`src/design/utd_pkg.sv`:
```
`default_nettype none

package utd_pkg;

   localparam int unsigned ByteW  = 8;
   localparam int unsigned CodeW  = 16;
   localparam int unsigned StatW  = 2;
   localparam int unsigned LenW   = 2;
   localparam int unsigned CsrIdxW = 2;
   localparam int unsigned CsrDatW = 16;

   // result status codes
   typedef enum logic [StatW-1:0] {
      ST_DONE = 2'd0,
      ST_NULL = 2'd1,
      ST_MORE = 2'd2,
      ST_ILL  = 2'd3
   } status_type;

   // input op codes
   typedef enum logic {
      OP_DATA = 1'b0,
      OP_END  = 1'b1
   } op_type;

   // register indexes
   localparam logic [CsrIdxW-1:0] CSR_UTF8_MODE  = 2'd0;
   localparam logic [CsrIdxW-1:0] CSR_SINGLE_MAX = 2'd1;
   localparam logic [CsrIdxW-1:0] CSR_CODE_MAX   = 2'd2;

   localparam logic [ByteW-1:0] SINGLE_MAX_RST = 8'd127;
   localparam logic [CodeW-1:0] CODE_MAX_RST   = 16'd65533;
   localparam logic [CodeW-1:0] OVERLONG_MIN   = 16'h0800;

   // byte already classified by the front end
   typedef struct packed {
      op_type           op;
      logic [ByteW-1:0] data;
      logic             is_null;
      logic             is_ascii;
      logic             is_lead2;
      logic             is_lead3;
      logic             is_cont;
   } item_class_type;

   typedef struct packed {
      logic             utf8_mode;
      logic [ByteW-1:0] single_max;
      logic [CodeW-1:0] code_max;
   } cfg_type;

endpackage

`default_nettype wire

```
`src/design/utf8_to_ucs2_decoder_top.sv`:
```
// UTF-8 to UCS-2 decoder. One byte enters per req beat (req_op = 0), or an
// end marker (req_op = 1); every req beat gives exactly one rsp beat, in
// order: status 0 with a code point and its sequence length, 1 for a null
// byte or a clean end, 2 while a sequence waits for more bytes, 3 for an
// illegal sequence (which also drops any partial character). In UTF-8
// mode, sequences of one to three bytes are decoded; lead bytes 0x80-0xC1
// and 0xF0 and up, overlong three-byte forms, bad continuation bytes and
// values above code_max are rejected. Throughput is one byte per clock
// while rsp_ready stays high; a byte passes a queue slot, then the result
// register, before rsp_valid. The back end holds the sequence state.
// csr_ready is always high; csr writes belong only to idle periods.
`default_nettype none

module utf8_to_ucs2_decoder_top (
   input  wire logic                          clock,
   input  wire logic                          reset,

   input  wire logic                          req_valid,
   output logic                               req_ready,
   input  wire logic                          req_op,
   input  wire logic [utd_pkg::ByteW-1:0]     req_byte_in,

   output logic                               rsp_valid,
   input  wire logic                          rsp_ready,
   output logic [utd_pkg::StatW-1:0]          rsp_status,
   output logic [utd_pkg::CodeW-1:0]          rsp_code_point,
   output logic [utd_pkg::LenW-1:0]           rsp_seq_length,

   input  wire logic                          csr_valid,
   output logic                               csr_ready,
   input  wire logic [utd_pkg::CsrIdxW-1:0]   csr_index,
   input  wire logic [utd_pkg::CsrDatW-1:0]   csr_data
);
   import utd_pkg::*;

   item_class_type front_item;
   item_class_type back_item;
   cfg_type        cfg;
   logic           q_full;
   logic           q_not_empty;
   logic           q_pop;
   logic           req_beat;

   assign csr_ready = 1'b1;
   assign req_ready = !q_full;
   assign req_beat  = req_valid && req_ready;

   utd_csr u_csr (
      .clock    (clock),
      .reset    (reset),
      .wr_en    (csr_valid && csr_ready),
      .wr_index (csr_index),
      .wr_data  (csr_data),
      .cfg      (cfg)
   );

   // front: stateless byte classification
   utd_front u_front (
      .op      (op_type'(req_op)),
      .byte_in (req_byte_in),
      .item    (front_item)
   );

   // two slots so the front keeps taking beats while the back stalls
   utd_queue u_queue (
      .clock     (clock),
      .reset     (reset),
      .push      (req_beat),
      .push_item (front_item),
      .full      (q_full),
      .pop       (q_pop),
      .pop_item  (back_item),
      .not_empty (q_not_empty)
   );

   // back: sequence state and result register
   utd_back u_back (
      .clock          (clock),
      .reset          (reset),
      .cfg            (cfg),
      .item_valid     (q_not_empty),
      .item           (back_item),
      .item_pop       (q_pop),
      .rsp_valid      (rsp_valid),
      .rsp_ready      (rsp_ready),
      .rsp_status     (rsp_status),
      .rsp_code_point (rsp_code_point),
      .rsp_seq_length (rsp_seq_length)
   );

endmodule

`default_nettype wire

```
`src/design/utd_front.sv`:
```
`default_nettype none

module utd_front (
   input  wire utd_pkg::op_type            op,
   input  wire logic [utd_pkg::ByteW-1:0]  byte_in,
   output utd_pkg::item_class_type         item
);
   import utd_pkg::*;

   always_comb begin
      item.op       = op;
      item.data     = byte_in;
      item.is_null  = (byte_in == 8'h00);
      item.is_ascii = (byte_in < 8'h80);
      item.is_lead2 = (byte_in >= 8'hC2) && (byte_in < 8'hE0);
      item.is_lead3 = (byte_in >= 8'hE0) && (byte_in < 8'hF0);
      item.is_cont  = ((byte_in & 8'hC0) == 8'h80);
   end

endmodule

`default_nettype wire

```
`src/design/utd_queue.sv`:
```
`default_nettype none

module utd_queue (
   input  wire logic                    clock,
   input  wire logic                    reset,
   input  wire logic                    push,
   input  wire utd_pkg::item_class_type push_item,
   output logic                         full,
   input  wire logic                    pop,
   output utd_pkg::item_class_type      pop_item,
   output logic                         not_empty
);
   import utd_pkg::*;

   item_class_type slot_ff [2];
   logic       wr_ptr_ff, wr_ptr_in;
   logic       rd_ptr_ff, rd_ptr_in;
   logic [1:0] count_ff,  count_in;

   assign full      = (count_ff == 2'd2);
   assign not_empty = (count_ff != 2'd0);
   assign pop_item  = slot_ff[rd_ptr_ff];

   always_comb begin
      wr_ptr_in = push ? ~wr_ptr_ff : wr_ptr_ff;
      rd_ptr_in = pop  ? ~rd_ptr_ff : rd_ptr_ff;
      count_in  = count_ff;
      if (push && !pop) begin
         count_in = count_ff + 2'd1;
      end else if (pop && !push) begin
         count_in = count_ff - 2'd1;
      end
   end

   always_ff @(posedge clock) begin
      if (reset) begin
         wr_ptr_ff <= 1'b0;
         rd_ptr_ff <= 1'b0;
         count_ff  <= 2'd0;
      end else begin
         wr_ptr_ff <= wr_ptr_in;
         rd_ptr_ff <= rd_ptr_in;
         count_ff  <= count_in;
      end
   end

   always_ff @(posedge clock) begin
      if (push) begin
         slot_ff[wr_ptr_ff] <= push_item;
      end
   end

endmodule

`default_nettype wire

```
`src/design/utd_back.sv`:
```
`default_nettype none

module utd_back (
   input  wire logic                       clock,
   input  wire logic                       reset,
   input  wire utd_pkg::cfg_type           cfg,
   input  wire logic                       item_valid,
   input  wire utd_pkg::item_class_type    item,
   output logic                            item_pop,
   output logic                            rsp_valid,
   input  wire logic                       rsp_ready,
   output logic [utd_pkg::StatW-1:0]       rsp_status,
   output logic [utd_pkg::CodeW-1:0]       rsp_code_point,
   output logic [utd_pkg::LenW-1:0]        rsp_seq_length
);
   import utd_pkg::*;

   logic [1:0]       pend_ff,    pend_in;
   logic [CodeW-1:0] partial_ff, partial_in;
   logic [LenW-1:0]  seqlen_ff,  seqlen_in;

   logic             valid_ff;
   status_type       status_ff,  status_in;
   logic [CodeW-1:0] code_ff,    code_in;
   logic [LenW-1:0]  len_ff,     len_in;

   logic [1:0]       pend_dec;
   logic [CodeW-1:0] merged;
   logic             fail;

   assign item_pop       = item_valid && (!valid_ff || rsp_ready);
   assign rsp_valid      = valid_ff;
   assign rsp_status     = status_ff;
   assign rsp_code_point = code_ff;
   assign rsp_seq_length = len_ff;

   assign pend_dec = pend_ff - 2'd1;
   // partial value kept at final bit position
   assign merged = (pend_dec == 2'd1)
                 ? (partial_ff | {4'b0, item.data[5:0], 6'b0})
                 : (partial_ff | {10'b0, item.data[5:0]});

   always_comb begin
      pend_in    = pend_ff;
      partial_in = partial_ff;
      seqlen_in  = seqlen_ff;
      status_in  = ST_NULL;
      code_in    = '0;
      len_in     = '0;
      fail       = 1'b0;

      if (item.op == OP_END) begin
         if (cfg.utf8_mode && (pend_ff != 2'd0)) begin
            fail = 1'b1;
         end
      end else if (!cfg.utf8_mode) begin
         if (item.data > cfg.single_max) begin
            fail = 1'b1;
         end else if (!item.is_null) begin
            status_in = ST_DONE;
            code_in   = {8'b0, item.data};
            len_in    = 2'd1;
         end
      end else if (pend_ff == 2'd0) begin
         priority if (item.is_ascii) begin
            if (!item.is_null) begin
               status_in = ST_DONE;
               code_in   = {8'b0, item.data};
               len_in    = 2'd1;
            end
         end else if (item.is_lead2) begin
            pend_in    = 2'd1;
            partial_in = {5'b0, item.data[4:0], 6'b0};
            seqlen_in  = 2'd2;
            status_in  = ST_MORE;
         end else if (item.is_lead3) begin
            pend_in    = 2'd2;
            partial_in = {item.data[3:0], 12'b0};
            seqlen_in  = 2'd3;
            status_in  = ST_MORE;
         end else begin
            fail = 1'b1;
         end
      end else if (!item.is_cont) begin
         fail = 1'b1;
      end else if (pend_dec == 2'd0) begin
         if (merged > cfg.code_max) begin
            fail = 1'b1;
         end else begin
            pend_in    = 2'd0;
            partial_in = '0;
            seqlen_in  = '0;
            status_in  = ST_DONE;
            code_in    = merged;
            len_in     = seqlen_ff;
         end
      end else if (merged < OVERLONG_MIN) begin
         fail = 1'b1;
      end else begin
         pend_in    = pend_dec;
         partial_in = merged;
         status_in  = ST_MORE;
      end

      if (fail) begin
         pend_in    = '0;
         partial_in = '0;
         seqlen_in  = '0;
         status_in  = ST_ILL;
         code_in    = '0;
         len_in     = '0;
      end
   end

   always_ff @(posedge clock) begin
      if (reset) begin
         pend_ff    <= '0;
         partial_ff <= '0;
         seqlen_ff  <= '0;
         valid_ff   <= 1'b0;
      end else begin
         if (item_pop) begin
            pend_ff    <= pend_in;
            partial_ff <= partial_in;
            seqlen_ff  <= seqlen_in;
            valid_ff   <= 1'b1;
         end else if (rsp_ready) begin
            valid_ff   <= 1'b0;
         end
      end
   end

   always_ff @(posedge clock) begin
      if (item_pop) begin
         status_ff <= status_in;
         code_ff   <= code_in;
         len_ff    <= len_in;
      end
   end

endmodule

`default_nettype wire

```
`src/design/utd_queue_wrap_note.sv`:
```
`default_nettype none

// Config register file: three control registers written through the csr beat.
module utd_csr (
   input  wire logic                          clock,
   input  wire logic                          reset,
   input  wire logic                          wr_en,
   input  wire logic [utd_pkg::CsrIdxW-1:0]   wr_index,
   input  wire logic [utd_pkg::CsrDatW-1:0]   wr_data,
   output utd_pkg::cfg_type                   cfg
);
   import utd_pkg::*;

   cfg_type cfg_ff;

   assign cfg = cfg_ff;

   always_ff @(posedge clock) begin
      if (reset) begin
         cfg_ff.utf8_mode  <= 1'b1;
         cfg_ff.single_max <= SINGLE_MAX_RST;
         cfg_ff.code_max   <= CODE_MAX_RST;
      end else if (wr_en) begin
         unique case (wr_index)
            CSR_UTF8_MODE:  cfg_ff.utf8_mode  <= wr_data[0];
            CSR_SINGLE_MAX: cfg_ff.single_max <= wr_data[ByteW-1:0];
            CSR_CODE_MAX:   cfg_ff.code_max   <= wr_data;
            default: ;
         endcase
      end
   end

endmodule

`default_nettype wire
```
`config.mk`:
```
export PLATFORM = sky130hd
export DESIGN_NAME = utf8_to_ucs2_decoder_top
export DESIGN_NICKNAME = d
export VERILOG_FILES = /design/src/design/utd_pkg.sv /design/src/design/utf8_to_ucs2_decoder_top.sv /design/src/design/utd_front.sv /design/src/design/utd_queue.sv /design/src/design/utd_back.sv /design/src/design/utd_queue_wrap_note.sv
export SDC_FILE = /design/constraint.sdc
export NUM_CORES = 1
export LEC_CHECK = 0
export BUFFER_PORTS_ARGS = -buffer_cell sky130_fd_sc_hd__buf_2
export CELL_PAD_IN_SITES_DETAIL_PLACEMENT = 1
export CELL_PAD_IN_SITES_GLOBAL_PLACEMENT = 1
export CORE_ASPECT_RATIO = 1.25
export CORE_MARGIN = 2
export CORE_UTILIZATION = 40
export CTS_CLUSTER_DIAMETER = 120
export DETAILED_ROUTE_END_ITERATION = 8
export GPL_ROUTABILITY_DRIVEN = 0
export PLACE_DENSITY = 0.69
export SLEW_MARGIN = 25
export SYNTH_ARGS = -nofsm -noshare
export SYNTH_HDL_FRONTEND = slang
export SYNTH_SLANG_ARGS = --single-unit
export TNS_END_PERCENT = 30
```
`constraint.sdc`:
```
create_clock -name clock -period 3.8 [get_ports clock]
set_clock_uncertainty 0.1 [all_clocks]
set_input_delay 0.19 -clock clock [delete_from_list [all_inputs] [get_ports clock]]
set_output_delay 0.19 -clock clock [all_outputs]
set_load 0.02 [all_outputs]
```
After elaboration in Yosys (flattened, before gate mapping)
Memories as Yosys holds them, arrays and structs flattened. A register that Yosys moved wholly into a read port is not among the register bits.
Index checks and enable logic that the tools add are counted.

cells by class
  muxes and demuxes = 80
  add/subtract/negate cells = 3
  multiply operators = 0
  eq/ne operators = 11
  reduce and logical (&&, ||, !) cells = 29
  order comparisons = 8
  shift-type cells = 0
  div/mod/pow operators = 0
  bitwise operators = 4

operators by type and width
  operator                                                                        number
  16-bit two-way mux                                                              19
  2-bit two-way mux                                                               39
  8-bit less-than comparator, second input constant                               3
  1-bit two-way mux                                                               21
  8-bit greater-or-equal comparator, second input constant                        2
  16-bit > comparator                                                             1
  16-bit by 12-bit less-than comparator with 1-bit output, second input constant  1
  16-bit by 12-bit OR with 16-bit output                                          1
  16-bit by 6-bit OR with 16-bit output                                           1
  8-bit AND reduction                                                             2
  2-bit nonzero test                                                              5
  8-bit > comparator                                                              1
  8-bit zero test                                                                 1
  8-bit two-way mux                                                               1
  1-bit logical AND                                                               7
  2-bit == test, second input constant                                            3
  2-bit zero test                                                                 3
  2-bit AND reduction                                                             3
  3-bit nonzero test                                                              2
  2-bit by 1-bit == test with 1-bit output, second input constant                 2
  1-bit zero test                                                                 4
  4-bit by 1-bit != test with 1-bit output, second input constant                 1
  4-bit by 2-bit != test with 1-bit output, second input constant                 1
  4-bit by 3-bit != test with 1-bit output, second input constant                 1
  8 further kinds                                                                 10

storage, ports and cells
  output and inout bits = 23
  word-level logic and storage cells = 150
  latch bits = 0
  bits in registers = 70
  RAM bits = 28
  memories = 1
  memory bits (read-only) = 0

memory list
  memory           words  width  rd ports  clocked after memory_dff  wr ports  RTL line         text
  u_queue.slot_ff  2      14     1         1                         1         utd_queue.sv:15  item_class_type slot_ff [2];

Depth between registers and ports, before layout
  word-level depth = 12
  gate-level depth with buffers = 15
  depth with buffers taken out = 12

By module
Synthesis repeated with hierarchy kept, for this count alone.

unflattened totals
  cell total of the unflattened synthesis = 510
  area total of the unflattened synthesis = 5,136.2 sq um

modules (own cells, without submodules)
  module                    instances  area an instance (sq um)  cells each
  utd_back                  1          2,785.2                   319
  utd_queue                 1          1,216.2                   65
  utd_csr                   1          1,001.0                   105
  utd_front                 1          112.6                     17
  utf8_to_ucs2_decoder_top  1          21.3                      4

Least setup slack after synthesis
No wires, ideal clock.

  kind = reg2reg
  start point = register with a tool-made name
  end point = register u_back.code_ff[0], in the netlist u_back.rsp_code_point[0], data pin
  stages on the path, launching flop included = 16
  arrival time = 2,855 ps
  setup time = 146 ps
  data required time = 3,554 ps
  setup slack = 699 ps
  clock period less this slack = 3,101 ps
  cells stage by stage = dfxtp_1 -> buf_6 -> buf_2 -> mux2i_1 -> inv_1 -> a21oi_1 -> inv_1 -> ha_1 -> nand2_1 -> nor3_1 -> a221oi_1 -> nand3_2 -> a211oi_2 -> buf_6 -> o21ai_2 -> a21oi_1

RTL lines
  element               RTL line         text
  to (signal assigned)  utd_back.sv:136  code_ff <= code_in;
  to (decl)             utd_back.sv:24   logic [CodeW-1:0] code_ff, code_in;

==> impl_metrics.yaml <==
worst_setup_path:
  crit_end: "u_back.rsp_code_point[10]$_SDFFCE_PP0P_"
  slowest_delay_ps: 430
  crit_arrival_ps: 3600
  r2r_cells: 13
  cp-start-kind: "flip-flop"
  cp_slowest_cell: "dfxtp_2"
  crit_fanout: 8
  end_kind: "flip-flop"
  r2r_end: "u_back.rsp_code_point[10]$_SDFFCE_PP0P_"
  ff2ff_setup_slack_ps: 280
  critPathTopFamily: "compound AO/OA/AOI/OAI gates"
  worstSetupPathType: "reg -> reg"
  path_depth: 13
  crit_required_ps: 3890
  path_cells: "mux2i_2 > inv_1 > a21oi_1 > inv_1 > ha_1 > nand2_1 > nor3_1 > a221oi_1 > nand3_2 > a211oi_2 > buf_4 > nand2_1 > nor2_1"
  crit_buf_inv: 3
sta:
  max_clock_freq_mhz: 284
  finalHoldViolCount: 0
  maxSlewHeadroom_pct: 43.8
  period_needed_ps: 3520
  rsz0062_at_grt: "false"
  hold_slack_ps: 21.0
  slew_violations: 0
  setup_viol: 0
  worst_slew_pin_slew_ps: 843
  fin_crit_sh_pct: 92.5
  setup-tns-final_ps: 0
clock_network:
  cts-root-buf: "clkbuf_16"
  clock_sinks: 99
  clk_latency_ps: 350
  cts_tree: "built"
  htree_levels: 3
  clk_path_buf_depth: 2
  numCtsBuffers: 9
  path_clk_slew_ps: 70
die:
  dieHeight_microns: 127
  start_util_pct: 41.2
  fp.dieW_microns: 102
  core_area_sq_um: 11700
  pin_count: 55
  dieArea_sq_um: 13000
  row_count: 44
pwr:
  power.static_leakage_nw: 2.55
  vdd_drop_max_v: 0.000296
  p_per_area_nw_per_um2: 667
finish:
  layout_commonest_cell: "nand2_1"
  final_cell_mix: "62 x nand2_1, 53 x buf_2, 51 x nor2_1"
  drive_gt1_share_pct: 20.4
  n_antenna_cell: 0
  nets: 621
  syn2layout_area_growth_pct: 20.4
  multi_input_area_sq_um: 2120
  fill_cells: 1353
  final-seq-area_sq_um: 2460
routing:
  antenna_left: 0
  drc: 0
  dr.pass1.iters: 4
  vias: 3803
  dr.first_iter.drc_count: 189
  routed_via_density: 5.21
  drt_wl_total_microns: 12800
  routedWlPerCell_microns: 17.5
flow_run:
  maxCapViolCount: 0
global_route:
  grt_pass1_vias: 4032
  busiest_layer: "met2"
  overflow: 0
  grtUsageTotal_pct: 21.0
  grt_max_degree: 40
  grt_antenna_before_repair: 0
  gr-usage-met3_pct: 2.81
  grtUsageMet2_pct: 38.0
  use_met1_pct: 25.3
  grt_first_pass_wirelength_microns: 20800
logic_synthesis:
  postSynthCellCount: 483
  synth-edff-count: 48
  synth-async-reset-ratio_pct: 0
  synth_ff_type: "dfxtp_1"
  ys_types: 66
  synth.avg_cell_area_sq_um: 10.0
  syn_nets: 540
  syn_area_sq_um: 4830
  ys_seq_area_share_pct: 51.0
  ys_seq_elements: 99
  yosysWarnings: 0
placement:
  post-dp-hpwl_microns: 9490
  port_buffers: 53
outcome:
  run_status: "complete, no violations"
hold_path:
  min_path_type: "in -> reg"
-- state kept, by name, summed over array words and instances, names as in the netlist, named ones only --
signal and count:
u_queue.wr_ptr_ff 1, u_back.rsp_valid 1, u_back.rsp_status 2, u_queue.slot_ff 28, u_queue.count_ff 2, u_back.seqlen_ff 2, u_csr.cfg 25, u_queue.rd_ptr_ff 1
u_back.rsp_seq_length 2, u_back.rsp_code_point 16, u_back.pend_ff 2, u_back.partial_ff 16
-- power by group --
group	switching, mW	leakage (nW)	internal [mW]
registers	0.102	0.877	1.38
logic	0.970	1.53	0.545
clock network	0.415	0.143	0.468
total	1.49	2.55	2.39
-- layout make-up --
class / instances / share of cell area, %
flip-flops and latches: 99 / 42.3
multi-input cells: 324 / 36.4
repair buffers: 88 / 10.1
clock buffers: 10 / 4.11
well taps: 161 / 3.46
inverters: 42 / 2.71
clock inverters: 6 / 0.839
-- stage by stage --
step	cells	power, mW	cell area (sq um)	util, %	setup slack, ps
floorplan	483	2.51	4830	-	699
global placement	690	2.94	5280	45.0	416
detailed placement	690	2.99	5280	45.1	185
CTS	730	3.90	5810	49.6	151
global route	730	4.11	5820	49.6	58.6
finish	730	3.88	5820	49.6	284
-- cells by family after synthesis --
group | count (synthesis) | synth area share (%)
AO/OA/AOI/OAI | 95 | 14.0
XOR/XNOR | 4 | 0.725
adder cells (fa/ha/maj) | 25 | 6.47
buffers and inverters | 60 | 5.33
flip-flops | 99 | 51.0
multiplexers | 14 | 3.37
other | 1 | 0.0776
AND/OR/NAND/NOR | 185 | 19.1
-- per-layer routing --
layer / vias to the layer above / wire length (microns) / share of wire [%]
li1: 1858 / - / -
met3: 16 / 393 / 3.1
met4: 0 / 247 / 1.9
met5: - / 0 / 0
met1: 1856 / 5350 / 42
met2: 73 / 6810 / 53
-- cells in the mapped netlist, types with 6 or more instances --
master / instances / share of area, %
a211o_1: 7 / 1.3
a21oi_1: 32 / 3.3
clkbuf_1: 10 / 0.78
dfxtp_1: 51 / 21
edfxtp_1: 48 / 30
ha_1: 25 / 6.5
inv_1: 42 / 3.3
mux2i_1: 7 / 1.5
nand2_1: 62 / 4.8
nand3_1: 7 / 0.72
nand3b_1: 18 / 2.8
nor2_1: 53 / 4.1
nor3_1: 7 / 0.72
o21ai_0: 7 / 0.72
or2_2: 6 / 0.78
-- worst min path at each step --
stage	from	endpoint	slack [ps]	depth (start not counted)
2_1_floorplan	req_byte_in[5]	u_queue.slot_ff[0][10]$_DFFE_PP_	190	0
3_3_place_gp	req_op	u_queue.slot_ff[0][13]$_DFFE_PP_	280	1
3_5_place_dp	req_op	u_queue.slot_ff[1][13]$_DFFE_PP_	290	1
4_1_cts	csr_data[0]	u_csr.cfg[24]$_SDFFE_PP1P_	9	2
5_1_grt	csr_data[0]	u_csr.cfg[24]$_SDFFE_PP1P_	10	2
6_report	csr_data[0]	u_csr.cfg[24]$_SDFFE_PP1P_	20	2
-- repair_timing --
item,CTS,global route
resized for setup,0,2
hold endpoints to repair,37,0
endpoints found under the setup margin,0,10
setup buffers,0,0
hold buffers,24,0
(Power assumes the default switching activity.)
